**src/rtl/vstg_pkg.sv**
```systemverilog
`timescale 1ns / 1ps
// Shared types, constants and helper functions for the video sync timing generator.
// Depends on nothing; every other file of the block imports it.
package vstg_pkg;

  localparam int unsigned CNT_W    = 10;
  localparam int unsigned VAL_W    = 20;
  localparam int unsigned IDX_W    = 4;
  localparam int unsigned CMD_W    = 3;
  localparam int unsigned CFG_AW   = 3;
  localparam int unsigned NUM_BITS = 10;
  localparam int unsigned PROD_W   = 2 * VAL_W;

  // Raster totals: pixels per line and lines per frame.
  localparam int unsigned H_TOTAL = 454;
  localparam int unsigned V_TOTAL = 262;

  // Reciprocals scaled by 2**VAL_W; a quotient estimate is exact or one short.
  localparam int unsigned DIV_S = VAL_W;
  localparam logic [VAL_W-1:0] RCP_H = VAL_W'((64'd1 << DIV_S) / H_TOTAL);
  localparam logic [VAL_W-1:0] RCP_V = VAL_W'((64'd1 << DIV_S) / V_TOTAL);

  typedef enum logic [CMD_W-1:0] {
    CMD_TICK      = 3'd0,
    CMD_SET_POS   = 3'd1,
    CMD_SET_H     = 3'd2,
    CMD_SET_V     = 3'd3,
    CMD_SET_H_BIT = 3'd4,
    CMD_SET_V_BIT = 3'd5
  } vstg_cmd_t;

  localparam logic [CFG_AW-1:0] REG_HBLANK_BEGIN  = 3'd0;
  localparam logic [CFG_AW-1:0] REG_HBLANK_FINISH = 3'd1;
  localparam logic [CFG_AW-1:0] REG_HSYNC_BEGIN   = 3'd2;
  localparam logic [CFG_AW-1:0] REG_HSYNC_FINISH  = 3'd3;
  localparam logic [CFG_AW-1:0] REG_VBLANK_BEGIN  = 3'd4;
  localparam logic [CFG_AW-1:0] REG_VBLANK_FINISH = 3'd5;
  localparam logic [CFG_AW-1:0] REG_VSYNC_BEGIN   = 3'd6;
  localparam logic [CFG_AW-1:0] REG_VSYNC_FINISH  = 3'd7;

  localparam logic [CNT_W-1:0] HBLANK_BEGIN_RST  = 10'd0;
  localparam logic [CNT_W-1:0] HBLANK_FINISH_RST = 10'd80;
  localparam logic [CNT_W-1:0] HSYNC_BEGIN_RST   = 10'd32;
  localparam logic [CNT_W-1:0] HSYNC_FINISH_RST  = 10'd64;
  localparam logic [CNT_W-1:0] VBLANK_BEGIN_RST  = 10'd0;
  localparam logic [CNT_W-1:0] VBLANK_FINISH_RST = 10'd16;
  localparam logic [CNT_W-1:0] VSYNC_BEGIN_RST   = 10'd4;
  localparam logic [CNT_W-1:0] VSYNC_FINISH_RST  = 10'd8;

  localparam logic [CNT_W-1:0] HFIN_MOD_RST = CNT_W'(80 % H_TOTAL);
  localparam logic [CNT_W-1:0] VFIN_MOD_RST = CNT_W'(16 % V_TOTAL);

  typedef struct packed {
    logic [CMD_W-1:0] command;
    logic [VAL_W-1:0] value;
    logic [IDX_W-1:0] bit_index;
  } vstg_in_t;

  typedef struct packed {
    logic [CNT_W-1:0] h_pos;
    logic [CNT_W-1:0] v_pos;
    logic [CNT_W-1:0] x_pos;
    logic [CNT_W-1:0] y_pos;
    logic             in_hblank;
    logic             in_hsync;
    logic             in_vblank;
    logic             in_vsync;
  } vstg_out_t;

  // Command with the input value already reduced by the divider pipeline.
  typedef struct packed {
    logic [CMD_W-1:0] command;
    logic [IDX_W-1:0] bit_index;
    logic             bit_val;
    logic [CNT_W-1:0] h_mod;   // value mod H_TOTAL
    logic [CNT_W-1:0] v_mod;   // value mod V_TOTAL
    logic [CNT_W-1:0] pos_v;   // (value div H_TOTAL) mod V_TOTAL
  } vstg_pre_t;

  typedef struct packed {
    logic [CNT_W-1:0] hblank_begin;
    logic [CNT_W-1:0] hblank_finish;
    logic [CNT_W-1:0] hsync_begin;
    logic [CNT_W-1:0] hsync_finish;
    logic [CNT_W-1:0] vblank_begin;
    logic [CNT_W-1:0] vblank_finish;
    logic [CNT_W-1:0] vsync_begin;
    logic [CNT_W-1:0] vsync_finish;
    logic [CNT_W-1:0] hfin_mod;
    logic [CNT_W-1:0] vfin_mod;
  } vstg_cfg_t;

  typedef logic [NUM_BITS-1:0][CNT_W-1:0] bit_tab_t;

  // 2**k mod H_TOTAL.
  function automatic bit_tab_t h_rem_tab();
    bit_tab_t t;
    for (int k = 0; k < NUM_BITS; k++) t[k] = CNT_W'((1 << k) % H_TOTAL);
    return t;
  endfunction

  // (2**k div H_TOTAL) mod V_TOTAL: how many lines a set bit of h carries.
  function automatic bit_tab_t h_carry_tab();
    bit_tab_t t;
    for (int k = 0; k < NUM_BITS; k++) t[k] = CNT_W'(((1 << k) / H_TOTAL) % V_TOTAL);
    return t;
  endfunction

  // 2**k mod V_TOTAL.
  function automatic bit_tab_t v_rem_tab();
    bit_tab_t t;
    for (int k = 0; k < NUM_BITS; k++) t[k] = CNT_W'((1 << k) % V_TOTAL);
    return t;
  endfunction

  localparam bit_tab_t H_BIT_REM   = h_rem_tab();
  localparam bit_tab_t H_BIT_CARRY = h_carry_tab();
  localparam bit_tab_t V_BIT_REM   = v_rem_tab();

  // A window that does not run forward wraps; equal bounds mean always active.
  function automatic logic in_window(logic [CNT_W-1:0] c, logic [CNT_W-1:0] b,
                                     logic [CNT_W-1:0] e);
    if (b < e) begin
      in_window = (c >= b) && (c < e);
    end else begin
      in_window = (c >= b) || (c < e);
    end
  endfunction

endpackage

```
**src/rtl/vstg_cfg.sv**
```systemverilog
`timescale 1ns / 1ps
// Window register file of the timing generator, with the blank-end residues
// that the active position needs. Depends on vstg_pkg.
module vstg_cfg import vstg_pkg::*; (
  input  logic              clk,
  input  logic              rst_n,
  input  logic              cfg_we,
  input  logic [CFG_AW-1:0] cfg_index,
  input  logic [CNT_W-1:0]  cfg_wdata,
  output vstg_cfg_t         cfg
);

  logic [CNT_W-1:0] hbb_r, hbf_r, hsb_r, hsf_r, vbb_r, vbf_r, vsb_r, vsf_r;
  logic [CNT_W-1:0] hfin_mod_r, vfin_mod_r;

  // Residue pipeline: reciprocal product, estimate, then one correction.
  logic [CNT_W+VAL_W-1:0] hp_r, vp_r;
  logic [CNT_W-1:0]       hd_r, vd_r;
  logic [CNT_W:0]         he_r, ve_r;
  logic [CNT_W-1:0]       hq, vq;

  always_ff @(posedge clk) begin
    if (!rst_n) begin
      hbb_r <= HBLANK_BEGIN_RST;
      hbf_r <= HBLANK_FINISH_RST;
      hsb_r <= HSYNC_BEGIN_RST;
      hsf_r <= HSYNC_FINISH_RST;
      vbb_r <= VBLANK_BEGIN_RST;
      vbf_r <= VBLANK_FINISH_RST;
      vsb_r <= VSYNC_BEGIN_RST;
      vsf_r <= VSYNC_FINISH_RST;
    end else if (cfg_we) begin
      unique case (cfg_index)
        REG_HBLANK_BEGIN:  hbb_r <= cfg_wdata;
        REG_HBLANK_FINISH: hbf_r <= cfg_wdata;
        REG_HSYNC_BEGIN:   hsb_r <= cfg_wdata;
        REG_HSYNC_FINISH:  hsf_r <= cfg_wdata;
        REG_VBLANK_BEGIN:  vbb_r <= cfg_wdata;
        REG_VBLANK_FINISH: vbf_r <= cfg_wdata;
        REG_VSYNC_BEGIN:   vsb_r <= cfg_wdata;
        REG_VSYNC_FINISH:  vsf_r <= cfg_wdata;
      endcase
    end
  end

  assign hq = hp_r[CNT_W+VAL_W-1:DIV_S];
  assign vq = vp_r[CNT_W+VAL_W-1:DIV_S];

  always_ff @(posedge clk) begin
    hp_r <= (CNT_W+VAL_W)'(hbf_r) * (CNT_W+VAL_W)'(RCP_H);
    vp_r <= (CNT_W+VAL_W)'(vbf_r) * (CNT_W+VAL_W)'(RCP_V);
    hd_r <= hbf_r;
    vd_r <= vbf_r;
    he_r <= (CNT_W+1)'(hd_r) - (CNT_W+1)'(hq) * (CNT_W+1)'(H_TOTAL);
    ve_r <= (CNT_W+1)'(vd_r) - (CNT_W+1)'(vq) * (CNT_W+1)'(V_TOTAL);
  end

  always_ff @(posedge clk) begin
    if (!rst_n) begin
      hfin_mod_r <= HFIN_MOD_RST;
      vfin_mod_r <= VFIN_MOD_RST;
    end else begin
      hfin_mod_r <= (he_r >= (CNT_W+1)'(H_TOTAL)) ? CNT_W'(he_r - (CNT_W+1)'(H_TOTAL))
                                                  : CNT_W'(he_r);
      vfin_mod_r <= (ve_r >= (CNT_W+1)'(V_TOTAL)) ? CNT_W'(ve_r - (CNT_W+1)'(V_TOTAL))
                                                  : CNT_W'(ve_r);
    end
  end

  always_comb begin
    cfg.hblank_begin  = hbb_r;
    cfg.hblank_finish = hbf_r;
    cfg.hsync_begin   = hsb_r;
    cfg.hsync_finish  = hsf_r;
    cfg.vblank_begin  = vbb_r;
    cfg.vblank_finish = vbf_r;
    cfg.vsync_begin   = vsb_r;
    cfg.vsync_finish  = vsf_r;
    cfg.hfin_mod      = hfin_mod_r;
    cfg.vfin_mod      = vfin_mod_r;
  end

endmodule

```
**src/rtl/vstg_div.sv**
```systemverilog
`timescale 1ns / 1ps
// Five-stage pipeline that reduces the 20-bit input value by the raster totals
// with reciprocal multiplies. Depends on vstg_pkg.
module vstg_div import vstg_pkg::*; (
  input  logic      clk,
  input  logic      rst_n,
  input  logic      up_valid,
  output logic      up_ready,
  input  vstg_in_t  up_item,
  output logic      dn_valid,
  input  logic      dn_ready,
  output vstg_pre_t dn_item
);

  localparam int unsigned NST = 5;

  logic [NST-1:0] vld_r;
  logic [NST:0]   rdy;

  // Command fields ride along with each stage.
  logic [CMD_W-1:0] cmd_r [NST];
  logic [IDX_W-1:0] idx_r [NST];
  logic             bit_r [NST];

  logic [VAL_W-1:0]  a_val_r;
  logic [PROD_W-1:0] a_ph_r, a_pv_r;
  logic [VAL_W-1:0]  b_qh_r;
  logic [CNT_W:0]    b_rh_r, b_rv_r;
  logic [VAL_W-1:0]  c_qh_r;
  logic [PROD_W-1:0] c_pq_r;
  logic [CNT_W-1:0]  c_rh_r, c_rv_r;
  logic [CNT_W:0]    d_r2_r;
  logic [CNT_W-1:0]  d_rh_r, d_rv_r;
  logic [CNT_W-1:0]  e_rh_r, e_rv_r, e_r2_r;

  logic [VAL_W-1:0] qh_est, qv_est, qh_mul, qv_mul, qh_fix, q2_est, q2_mul;
  logic             rh_over;

  always_comb begin
    rdy[NST] = dn_ready;
    for (int k = NST - 1; k >= 0; k--) rdy[k] = !vld_r[k] || rdy[k+1];
  end

  assign up_ready = rdy[0];
  assign dn_valid = vld_r[NST-1];

  always_ff @(posedge clk) begin
    if (!rst_n) begin
      vld_r <= '0;
    end else begin
      if (rdy[0]) vld_r[0] <= up_valid;
      for (int k = 1; k < NST; k++) begin
        if (rdy[k]) vld_r[k] <= vld_r[k-1];
      end
    end
  end

  always_ff @(posedge clk) begin
    if (rdy[0]) begin
      cmd_r[0] <= up_item.command;
      idx_r[0] <= up_item.bit_index;
      bit_r[0] <= up_item.value[0];
    end
    for (int k = 1; k < NST; k++) begin
      if (rdy[k]) begin
        cmd_r[k] <= cmd_r[k-1];
        idx_r[k] <= idx_r[k-1];
        bit_r[k] <= bit_r[k-1];
      end
    end
  end

  assign qh_est  = a_ph_r[PROD_W-1:DIV_S];
  assign qv_est  = a_pv_r[PROD_W-1:DIV_S];
  assign qh_mul  = qh_est * VAL_W'(H_TOTAL);
  assign qv_mul  = qv_est * VAL_W'(V_TOTAL);
  assign rh_over = b_rh_r >= (CNT_W+1)'(H_TOTAL);
  assign qh_fix  = b_qh_r + VAL_W'(rh_over);
  assign q2_est  = c_pq_r[PROD_W-1:DIV_S];
  assign q2_mul  = q2_est * VAL_W'(V_TOTAL);

  always_ff @(posedge clk) begin
    if (rdy[0]) begin
      a_val_r <= up_item.value;
      a_ph_r  <= PROD_W'(up_item.value) * PROD_W'(RCP_H);
      a_pv_r  <= PROD_W'(up_item.value) * PROD_W'(RCP_V);
    end
    if (rdy[1]) begin
      b_qh_r <= qh_est;
      b_rh_r <= (CNT_W+1)'(a_val_r - qh_mul);
      b_rv_r <= (CNT_W+1)'(a_val_r - qv_mul);
    end
    if (rdy[2]) begin
      c_qh_r <= qh_fix;
      c_pq_r <= PROD_W'(qh_fix) * PROD_W'(RCP_V);
      c_rh_r <= rh_over ? CNT_W'(b_rh_r - (CNT_W+1)'(H_TOTAL)) : CNT_W'(b_rh_r);
      c_rv_r <= (b_rv_r >= (CNT_W+1)'(V_TOTAL)) ? CNT_W'(b_rv_r - (CNT_W+1)'(V_TOTAL))
                                                : CNT_W'(b_rv_r);
    end
    if (rdy[3]) begin
      d_r2_r <= (CNT_W+1)'(c_qh_r - q2_mul);
      d_rh_r <= c_rh_r;
      d_rv_r <= c_rv_r;
    end
    if (rdy[4]) begin
      e_r2_r <= (d_r2_r >= (CNT_W+1)'(V_TOTAL)) ? CNT_W'(d_r2_r - (CNT_W+1)'(V_TOTAL))
                                                : CNT_W'(d_r2_r);
      e_rh_r <= d_rh_r;
      e_rv_r <= d_rv_r;
    end
  end

  always_comb begin
    dn_item.command   = cmd_r[NST-1];
    dn_item.bit_index = idx_r[NST-1];
    dn_item.bit_val   = bit_r[NST-1];
    dn_item.h_mod     = e_rh_r;
    dn_item.v_mod     = e_rv_r;
    dn_item.pos_v     = e_r2_r;
  end

endmodule

```
**src/rtl/video_sync_timing_generator_unit.sv**
```systemverilog
`timescale 1ns / 1ps
// Top level of the raster timing generator: counters, windows and output register.
// Depends on vstg_pkg, vstg_cfg and vstg_div.
//
// Usage: each item on the in_ channel is one command (pixel tick, load the
// linear position, load h or v, or replace one bit of h or v). Every item
// returns exactly one item on the out_ channel with the counters after the
// command, the active column and line, and the four window flags.
// Both channels use valid/ready; an item moves on a clock edge where both
// are high. The cfg_ port writes one of the eight window registers per
// write. The user must ensure it is used only while no item is in flight; the
// block itself does not enforce this. Throughput is one item per cycle while the
// receiver keeps taking results: the value reduction is a five-stage
// reciprocal-multiply pipeline and the counter update is an add, compare and
// select into the counter registers, so a new item enters on every clock.
// After reset (synchronous, rst_n low) the counters are zero, the window
// registers hold their defaults and the pipeline is empty. A write to the
// blank-end registers passes through the product, estimate and correction
// registers to the active-position residue before any later item needs it.
// When the receiver stalls, the output register holds its item and the
// stages behind it fill up; in_ready drops only once every stage is full.
module video_sync_timing_generator_unit import vstg_pkg::*; (
  input  logic              clk,
  input  logic              rst_n,
  input  logic              in_valid,
  output logic              in_ready,
  input  vstg_in_t          in_data,
  output logic              out_valid,
  input  logic              out_ready,
  output vstg_out_t         out_data,
  input  logic              cfg_we,
  input  logic [CFG_AW-1:0] cfg_index,
  input  logic [CNT_W-1:0]  cfg_wdata
);

  vstg_cfg_t cfg;
  vstg_pre_t pre;
  logic      pre_valid, pre_ready;

  vstg_cfg u_cfg (
    .clk       (clk),
    .rst_n     (rst_n),
    .cfg_we    (cfg_we),
    .cfg_index (cfg_index),
    .cfg_wdata (cfg_wdata),
    .cfg       (cfg)
  );

  vstg_div u_div (
    .clk      (clk),
    .rst_n    (rst_n),
    .up_valid (in_valid),
    .up_ready (in_ready),
    .up_item  (in_data),
    .dn_valid (pre_valid),
    .dn_ready (pre_ready),
    .dn_item  (pre)
  );

  // The counters are the architectural state and also the payload of the
  // counter stage: they change only when an item enters that stage.
  logic [CNT_W-1:0] h_r, v_r, h_nxt, v_nxt;
  logic             st_vld_r;
  logic             st_load, out_en;
  vstg_out_t        out_r, out_nxt;
  logic             out_valid_r;

  assign out_en    = !out_valid_r || out_ready;
  assign pre_ready = !st_vld_r || out_en;
  assign st_load   = pre_ready && pre_valid;

  // Bit replacement. Clearing a bit only lowers the counter. Setting a clear bit
  // adds 2**k: a per-bit remainder (and, for h, a line carry into v), so that
  // each wrap is a single compare and subtract.
  logic             idx_ok;
  logic [IDX_W-1:0] idx_sel;
  logic [CNT_W-1:0] mask;
  logic [CNT_W:0]   hs, hv, vs;
  logic             h_carry;
  logic [CNT_W-1:0] h_bit_h, h_bit_v, v_bit_v;
  logic             h_last, v_last;

  always_comb begin
    idx_ok  = pre.bit_index <= IDX_W'(NUM_BITS - 1);
    idx_sel = idx_ok ? pre.bit_index : '0;
    mask    = idx_ok ? (CNT_W'(1) << idx_sel) : '0;

    hs      = (CNT_W+1)'(h_r) + (CNT_W+1)'(H_BIT_REM[idx_sel]);
    h_carry = hs >= (CNT_W+1)'(H_TOTAL);
    h_bit_h = h_carry ? CNT_W'(hs - (CNT_W+1)'(H_TOTAL)) : CNT_W'(hs);
    hv      = (CNT_W+1)'(v_r) + (CNT_W+1)'(H_BIT_CARRY[idx_sel]) + (CNT_W+1)'(h_carry);
    h_bit_v = (hv >= (CNT_W+1)'(V_TOTAL)) ? CNT_W'(hv - (CNT_W+1)'(V_TOTAL)) : CNT_W'(hv);

    vs      = (CNT_W+1)'(v_r) + (CNT_W+1)'(V_BIT_REM[idx_sel]);
    v_bit_v = (vs >= (CNT_W+1)'(V_TOTAL)) ? CNT_W'(vs - (CNT_W+1)'(V_TOTAL)) : CNT_W'(vs);

    h_last  = h_r == CNT_W'(H_TOTAL - 1);
    v_last  = v_r == CNT_W'(V_TOTAL - 1);
  end

  always_comb begin
    h_nxt = h_r;
    v_nxt = v_r;
    unique case (pre.command)
      CMD_TICK: begin
        if (h_last) begin
          h_nxt = '0;
          v_nxt = v_last ? '0 : v_r + CNT_W'(1);
        end else begin
          h_nxt = h_r + CNT_W'(1);
        end
      end
      CMD_SET_POS: begin
        h_nxt = pre.h_mod;
        v_nxt = pre.pos_v;
      end
      CMD_SET_H: h_nxt = pre.h_mod;
      CMD_SET_V: v_nxt = pre.v_mod;
      CMD_SET_H_BIT: begin
        if (idx_ok) begin
          if (!pre.bit_val) begin
            h_nxt = h_r & ~mask;
          end else if ((h_r & mask) == '0) begin
            h_nxt = h_bit_h;
            v_nxt = h_bit_v;
          end
        end
      end
      CMD_SET_V_BIT: begin
        if (idx_ok) begin
          if (!pre.bit_val) begin
            v_nxt = v_r & ~mask;
          end else if ((v_r & mask) == '0) begin
            v_nxt = v_bit_v;
          end
        end
      end
      default: begin
      end
    endcase
  end

  always_ff @(posedge clk) begin
    if (!rst_n) begin
      h_r      <= '0;
      v_r      <= '0;
      st_vld_r <= 1'b0;
    end else begin
      if (pre_ready) st_vld_r <= pre_valid;
      if (st_load) begin
        h_r <= h_nxt;
        v_r <= v_nxt;
      end
    end
  end

  // Status from the counters held in the counter stage. Outside blanking the active position
  // is the distance from the blank end around the raster total, or zero in blanking.
  logic hb, vb;

  always_comb begin
    hb = in_window(h_r, cfg.hblank_begin, cfg.hblank_finish);
    vb = in_window(v_r, cfg.vblank_begin, cfg.vblank_finish);
    out_nxt.h_pos     = h_r;
    out_nxt.v_pos     = v_r;
    out_nxt.in_hblank = hb;
    out_nxt.in_vblank = vb;
    out_nxt.in_hsync  = in_window(h_r, cfg.hsync_begin, cfg.hsync_finish);
    out_nxt.in_vsync  = in_window(v_r, cfg.vsync_begin, cfg.vsync_finish);
    if (hb) begin
      out_nxt.x_pos = '0;
    end else if (h_r >= cfg.hfin_mod) begin
      out_nxt.x_pos = h_r - cfg.hfin_mod;
    end else begin
      out_nxt.x_pos = CNT_W'((CNT_W+1)'(h_r) + (CNT_W+1)'(H_TOTAL) - (CNT_W+1)'(cfg.hfin_mod));
    end
    if (vb) begin
      out_nxt.y_pos = '0;
    end else if (v_r >= cfg.vfin_mod) begin
      out_nxt.y_pos = v_r - cfg.vfin_mod;
    end else begin
      out_nxt.y_pos = CNT_W'((CNT_W+1)'(v_r) + (CNT_W+1)'(V_TOTAL) - (CNT_W+1)'(cfg.vfin_mod));
    end
  end

  always_ff @(posedge clk) begin
    if (!rst_n) begin
      out_valid_r <= 1'b0;
    end else if (out_en) begin
      out_valid_r <= st_vld_r;
    end
  end

  always_ff @(posedge clk) begin
    if (out_en && st_vld_r) out_r <= out_nxt;
  end

  assign out_valid = out_valid_r;
  assign out_data  = out_r;

endmodule

```
**config.mk**
```make
export PLATFORM = sky130hd
export DESIGN_NAME = video_sync_timing_generator_unit
export DESIGN_NICKNAME = d
export VERILOG_FILES = /design/src/rtl/vstg_pkg.sv /design/src/rtl/vstg_cfg.sv /design/src/rtl/vstg_div.sv /design/src/rtl/video_sync_timing_generator_unit.sv
export SDC_FILE = /design/constraint.sdc
export NUM_CORES = 2
export LEC_CHECK = 0
export ABC_CLOCK_PERIOD_IN_PS = 20400
export BUFFER_PORTS_ARGS = -buffer_cell sky130_fd_sc_hd__buf_2
export CORE_MARGIN = 5
export CORE_UTILIZATION = 44
export DETAILED_ROUTE_END_ITERATION = 12
export HOLD_SLACK_MARGIN = 0.06
export PLACE_DENSITY = 0.66
export SETUP_SLACK_MARGIN = 0.1
export SYNTH_ARGS = -nofsm -noshare
export SYNTH_HDL_FRONTEND = slang
export SYNTH_SLANG_ARGS = --single-unit
```
**constraint.sdc**
```tcl
create_clock -name clk -period 20.4 [get_ports clk]
set_input_delay 4.08 -clock clk [delete_from_list [all_inputs] [get_ports clk]]
set_output_delay 4.08 -clock clk [all_outputs]
set_load 0.1 [all_outputs]
```
After elaboration in Yosys (flattened, before gate mapping)
Memories as Yosys holds them, arrays and structs flattened.
Cells that the tools add are included.
{"block": "totals", "ramBits": 40, "reg_bits": 487, "mem_bits_ro": 480, "memories": 6}
{"block": "op_classes", "n_mux": 43, "n_bitwise": 5, "magnitude_cmp": 24, "n_shift": 1, "n_reduce_logical": 41, "eq_ne": 21, "addsub": 26, "multipliers": 10}
{"name": "(name not given)", "depth": 16, "width": 10, "read_ports": 1, "rd_ports_with_merged_regs": 0, "write_ports": 0, "line_no": "video_sync_timing_generator_unit.sv:94", "rtl": "vs = (CNT_W+1)'(v_r) + (CNT_W+1)'(V_BIT_REM[idx_sel]);"}
{"name": "(name not given)", "depth": 16, "width": 10, "read_ports": 1, "rd_ports_with_merged_regs": 0, "write_ports": 0, "line_no": "video_sync_timing_generator_unit.sv:91", "rtl": "hv = (CNT_W+1)'(v_r) + (CNT_W+1)'(H_BIT_CARRY[idx_sel]) + (CNT_W+1)'(h_carry);"}
{"name": "(name not given)", "depth": 16, "width": 10, "read_ports": 1, "rd_ports_with_merged_regs": 0, "write_ports": 0, "line_no": "video_sync_timing_generator_unit.sv:88", "rtl": "hs = (CNT_W+1)'(h_r) + (CNT_W+1)'(H_BIT_REM[idx_sel]);"}
{"name": "u_div.idx_r", "depth": 5, "width": 4, "read_ports": 5, "rd_ports_with_merged_regs": 0, "write_ports": 5, "line_no": "vstg_div.sv:22", "rtl": "logic [IDX_W-1:0] idx_r [NST];"}
{"name": "u_div.cmd_r", "depth": 5, "width": 3, "read_ports": 5, "rd_ports_with_merged_regs": 0, "write_ports": 5, "line_no": "vstg_div.sv:21", "rtl": "logic [CMD_W-1:0] cmd_r [NST];"}
{"name": "u_div.bit_r", "depth": 5, "width": 1, "read_ports": 5, "rd_ports_with_merged_regs": 0, "write_ports": 5, "line_no": "vstg_div.sv:23", "rtl": "logic bit_r [NST];"}
{"op": "10-bit 2-to-1 mux", "count": 26}
{"op": "11-bit by 9-bit >= comparator with 1-bit output (second input constant)", "count": 8}
{"op": "10-bit less-than comparator", "count": 8}
{"op": "10-bit by 9-bit subtractor with 10-bit output (second input constant)", "count": 8}
{"op": "10-bit >= comparator", "count": 6}
{"op": "10-bit one-hot mux with 5 select lines", "count": 1}
{"op": "10-bit bitwise AND", "count": 4}
{"op": "10-bit subtractor", "count": 4}
{"op": "12-bit by 8-bit multiplier with 10-bit output (second input constant)", "count": 3}
{"op": "10-bit by 10-bit adder with 11-bit output", "count": 3}
{"op": "11-bit subtractor", "count": 3}
{"op": "20-bit by 12-bit multiplier with 32-bit output (second input constant)", "count": 1}
{"op": "20-bit by 11-bit multiplier with 31-bit output (second input constant)", "count": 1}
{"op": "10-bit one-hot mux with 3 select lines", "count": 1}
{"op": "13-bit by 11-bit multiplier with 24-bit output (second input constant)", "count": 1}
{"op": "10-bit by 12-bit multiplier with 22-bit output (second input constant)", "count": 1}
{"op": "10-bit by 11-bit subtractor with 11-bit output", "count": 2}
{"op": "10-bit by 11-bit multiplier with 21-bit output (second input constant)", "count": 1}
{"op": "10-bit by 1-bit adder with 10-bit output (second input constant)", "count": 2}
{"op": "10-bit by 9-bit adder with 10-bit output (second input constant)", "count": 2}
{"op": "10-bit by 9-bit == test with 1-bit output (second input constant)", "count": 2}
{"op": "10-bit logical NOT", "count": 2}
{"op": "2-bit by 8-bit multiplier with 10-bit output (second input constant)", "count": 2}
{"op": "3-bit == test (second input constant)", "count": 6}
{"op": "other kinds (22)", "count": 73}

Logic depth before layout (Yosys ltp)
An unclocked memory read counts as a cell.
{"block": "depth", "depth_word": 14, "mapped_depth": 29, "depth_no_buf": 28}

Hierarchy
From an unflattened synthesis, not the netlist that was laid out.
{"block": "unflattened", "cells_unflattened": 3628, "area_unflattened_um2": 36507.5}
{"mod": "vstg_div", "seq_area_each_um2": 5955.7, "cells_each": 1458, "n_inst": 1, "area_per_inst_um2": 17835.9}
{"mod": "video_sync_timing_generator_unit", "seq_area_each_um2": 1761.7, "cells_each": 1279, "n_inst": 1, "area_per_inst_um2": 10314.9}
{"mod": "vstg_cfg", "seq_area_each_um2": 2922.8, "cells_each": 891, "n_inst": 1, "area_per_inst_um2": 8356.8}

Worst setup path before layout
OpenSTA, ideal clock, no wires.
{"block": "synth_timing", "kind": "input to output", "start": "input port out_ready", "end": "output port in_ready", "path_buffers": 0, "slack_ns": 10.093, "cell_stages": 5, "required_ns": 16.320, "arrival_ns": 6.227, "path_cell_list": "nor2b_1 and3_1 and2_1 and3_1 nand2_1"}
{"block": "synth_via", "elab_chain_cells": 7}
{"item": "start, declared", "line_no": "video_sync_timing_generator_unit.sv:29", "rtl": "input logic out_ready,"}
{"item": "1-bit logical OR", "line_no": "video_sync_timing_generator_unit.sv:68", "rtl": "assign out_en = !out_valid_r || out_ready;"}
{"item": "1-bit logical OR", "line_no": "video_sync_timing_generator_unit.sv:69", "rtl": "assign pre_ready = !st_vld_r || out_en;"}
{"item": "1-bit logical OR (5 in a row)", "line_no": "vstg_div.sv:41", "rtl": "for (int k = NST - 1; k >= 0; k--) rdy[k] = !vld_r[k] || rdy[k+1];"}
{"item": "end, declared", "line_no": "video_sync_timing_generator_unit.sv:26", "rtl": "output logic in_ready,"}
No other way between the ends.

Worst setup path in the final report
Ends and elaborated chain as after synthesis.

==> flow_summary.toml <==
[power]
leakage_nw = 17.97
p_seq_share_pct = 20.2
p_per_area_nw_per_um2 = 168.8
p_clk_share_pct = 14.1
ir_drop_uv = 322.5
swShare_pct = 41.63
power.switching_mw = 2.757
comb_power_share_pct = 65.7
p_int_mw = 3.865

[finish]
fin_util_pct = 48.72
seq_area_um2 = 10640
area_growth_pct = 9.626
layout-drive-gt1-share_pct = 6.783
fillers = 7356
multiInputGateArea_um2 = 23020
final_nets = 4578

[logic_synthesis]
syn-cell-area_um2 = 35800
yosys.area.top_type = "ha_1"
ys_ff_latch = 412
synth_area_per_cell_um2 = 10.10
synth_area_leaders = "ha_1 (24%), edfxtp_1 (20%), fa_1 (12%)"
seq_area_frac_synth_pct = 29.72
syn-num-nets = 4491
muxShareOfSynthArea_pct = 1.017
syn_inst = 3543
synth_edf_count = 239
synth_compound_area_share_pct = 11.88
synth-simple-area-share_pct = 10.02
synth_fa_ha_area_share_pct = 36.27
synth_top_family_by_area = "adder cells"
ys_warn_count = 0
yosys_most_used_dff = "edfxtp_1"
yosys.area_share.xor_xnor_pct = 5.065
synth.top_cell.area_share_pct = 24.05
synth_cell_types = 91
async_reset_ff_share_pct = 0

[floorplan]
die_y_um = 295.2
die-width_um = 295.2
rows = 104
die_area_um2 = 87160
ios = 91
core-area_um2 = 80550
initial_core_util_pct = 44.44

[worst_setup_path]
arrival_ns = 6.25
end_kind = "output port"
cp.required_ns = 16.32
worstSetupPathType = "in -> out"
critPathLaunchType = "input pin"
crit_path_max_fanout = 41
r2r_cells = 27

[clocking]
cts_tree = "built"
cts_sinks = 412
clock_path_buffers = 3
cts.clk_slew.worst_paths_ns = 0.06
clock_latency_ns = 0.61
post_cts_buffers = 0
hold_buffers = 0
htreeDepth = 2
cts_inserted_buffers = 49
root_buffer = "clkbuf_16"
cts.repair.resized = 0

[grt]
grt_pass1_vias = 25170
track_usage_pct = 17.67
grt-ovfl-total = 0
grt_max_degree = 92
grt_pass1_wl_um = 126900
antenna_found_initial = 2

[timing]
finalHoldViolCount = 0
fin_crit_sh_pct = 50.64
tightest_slew_ns = 1.191
rsz0062_at_grt = "no"
slew_headroom_pct = 19.97
setup_viol = 0
finalSetupTns_ns = 0
period_needed_ns = 10.33
clock_skew_ns = 0.04406
fmax_ghz = 0.09681
slew_viol_final = 0

[drt]
wl_met3_um = 3621
wl_per_cell_um = 16.14
routed_wl_um = 76400
wl_met1_um = 34020
drtAntennaViolNets = 0
drc = 0
dr_wl_met2_um = 36360
via_count = 25070
firstDrtPassIters = 5
vias_per_cell = 5.296
drt_iter0_markers = 1274
top_layer_used = "met4"

[placement]
routabilityCongestion = 0.8683
port_buffers = 90
place_hpwl_um = 59300

[run_status]
outcome = "finished, final reports clean"

[job]
maxCapViolations = 0

[hold_path]
hold_depth = 0
hold_path_class = "reg -> reg"
## cell type report
cell class / count / share of cell area [%]
tap: 1060 / 3.380
multi-input combinational: 2568 / 58.67
clock inverter: 32 / 1.046
sequential: 412 / 27.11
antenna: 2 / 0.01275
inverter: 478 / 4.572
timing repair buffer: 121 / 1.741
clock buffer: 60 / 3.466
## worst max-delay path, stage by stage
cell and delay, ns:
buf_2 0.10, nor2b_1 0.47, and3_1 0.29, and2_1 0.27
and3_1 0.27, nand2_2 0.07, buf_4 0.29, buf_2 0.38
## worst paths after layout
| check | start | to | slack [ns] |
|---|---|---|---|
| max reg2reg | u_div.b_rh_r[3]$_DFFE_PP_ | u_div.c_pq_r[24]$_DFFE_PP_ | 12.60 |
| min reg2reg | u_cfg.vd_r[0]$_DFF_P_ | u_cfg.ve_r[0]$_DFF_P_ | 0.33 |
| max | out_ready | in_ready | 10.07 |
| min | u_cfg.vd_r[0]$_DFF_P_ | u_cfg.ve_r[0]$_DFF_P_ | 0.33 |
## logic make-up (layout without fill, tap and decap cells)
group / count (synthesis) / in the layout
other cells: 0 / 2
flops: 412 / 412
simple gates: 755 / 755
buf+inv: 563 / 691
mux: 32 / 32
compound gates: 664 / 664
xor+xnor: 207 / 207
fa+ha+maj: 910 / 910
## state kept, by name, indices dropped and copies added (netlist names), 11 cells and up
signal         flops
u_div.b_qh_r      12
u_cfg.he_r        11
u_div.a_ph_r      12
out_data          44
u_div.a_val_r     11
u_div.idx_r       20
u_div.b_rv_r      11
u_div.cmd_r       15
u_div.d_r2_r      11
u_cfg.ve_r        11
u_div.c_qh_r      11
## per-layer routing
| metal | GRT usage, % | vias to the layer above |
|---|---|---|
| li1 | - | 12520 |
| met1 | 23.13 | 11870 |
| met2 | 30.59 | 543 |
| met3 | 2.231 | 138 |
| met4 | 5.726 | 0 |
| met5 | 0 | - |
## through the flow
stage | setup slack, ns | hold slack, ns | total power, mW | std cells | cell area (µm²)
after floorplan | 10.09 | 0.3096 | 4.893 | 3543 | 35800
after global placement | 10.06 | 0.3121 | 5.636 | 4639 | 37470
after detailed placement | 10.07 | 0.3121 | 5.761 | 4639 | 37470
after CTS | 10.05 | 0.3280 | 6.759 | 4731 | 39240
after global routing | 9.889 | 0.3328 | 7.526 | 4733 | 39240
final | 10.07 | 0.3258 | 6.623 | 4733 | 39240
## power by group through the flow
stage	Clock [mW]	Combinational [mW]	Sequential, mW
floorplan	0	3.58	1.31
global placement	0	4.29	1.35
detailed placement	0	4.41	1.35
CTS	0.960	4.46	1.34
global route	0.991	5.18	1.36
finish	0.934	4.35	1.34
## synthesized netlist by cell type, types with 7 or more instances
master       n
clkbuf_1    61
o21a_1      14
a31oi_1     36
xor2_1      71
o21ai_0    101
fa_1       215
a2111oi_0    8
nand3_1     58
mux2i_1     21
nand2b_1    33
a32oi_1      8
nor3b_1      9
a211oi_1    18
nand3b_1     9
o211ai_1    29
o31ai_1      9
a211o_1      9
buf_1        7
a21o_1      90
clkbuf_2     9
nor4_1      14
nand4_1     22
mux2_2       8
a21boi_0     9
nor3_1      46
o21bai_1    23
nor2_1     163
and2_1      18
inv_1      478
or3_1       16
edfxtp_1   239
dfxtp_1    173
xnor2_1    136
nor2b_1     27
and3_1      18
ha_1       688
a31o_2       7
a21oi_1    234
and4_1       8
nand2_1    286
## placed cells by master, fill, tap and decap left out, types with 14 or more instances in the layout
master,n
nor2_1,163
nand3_1,58
and2_1,18
nor2b_1,26
nand2b_1,33
nand2_1,284
inv_1,477
xor2_1,71
o21a_1,14
a21o_1,90
mux2i_1,21
a211oi_1,17
ha_1,688
nand4_1,22
nor4_1,14
buf_2,90
o21bai_1,23
a31oi_1,36
o211ai_1,29
a21oi_1,234
o21ai_0,101
xnor2_1,136
clkbuf_16,51
nor3_1,46
or3_1,16
fa_1,215
edfxtp_1,239
buf_4,31
and3_1,18
dfxtp_1,173
Note: power is estimated with default switching activity, not from simulation.
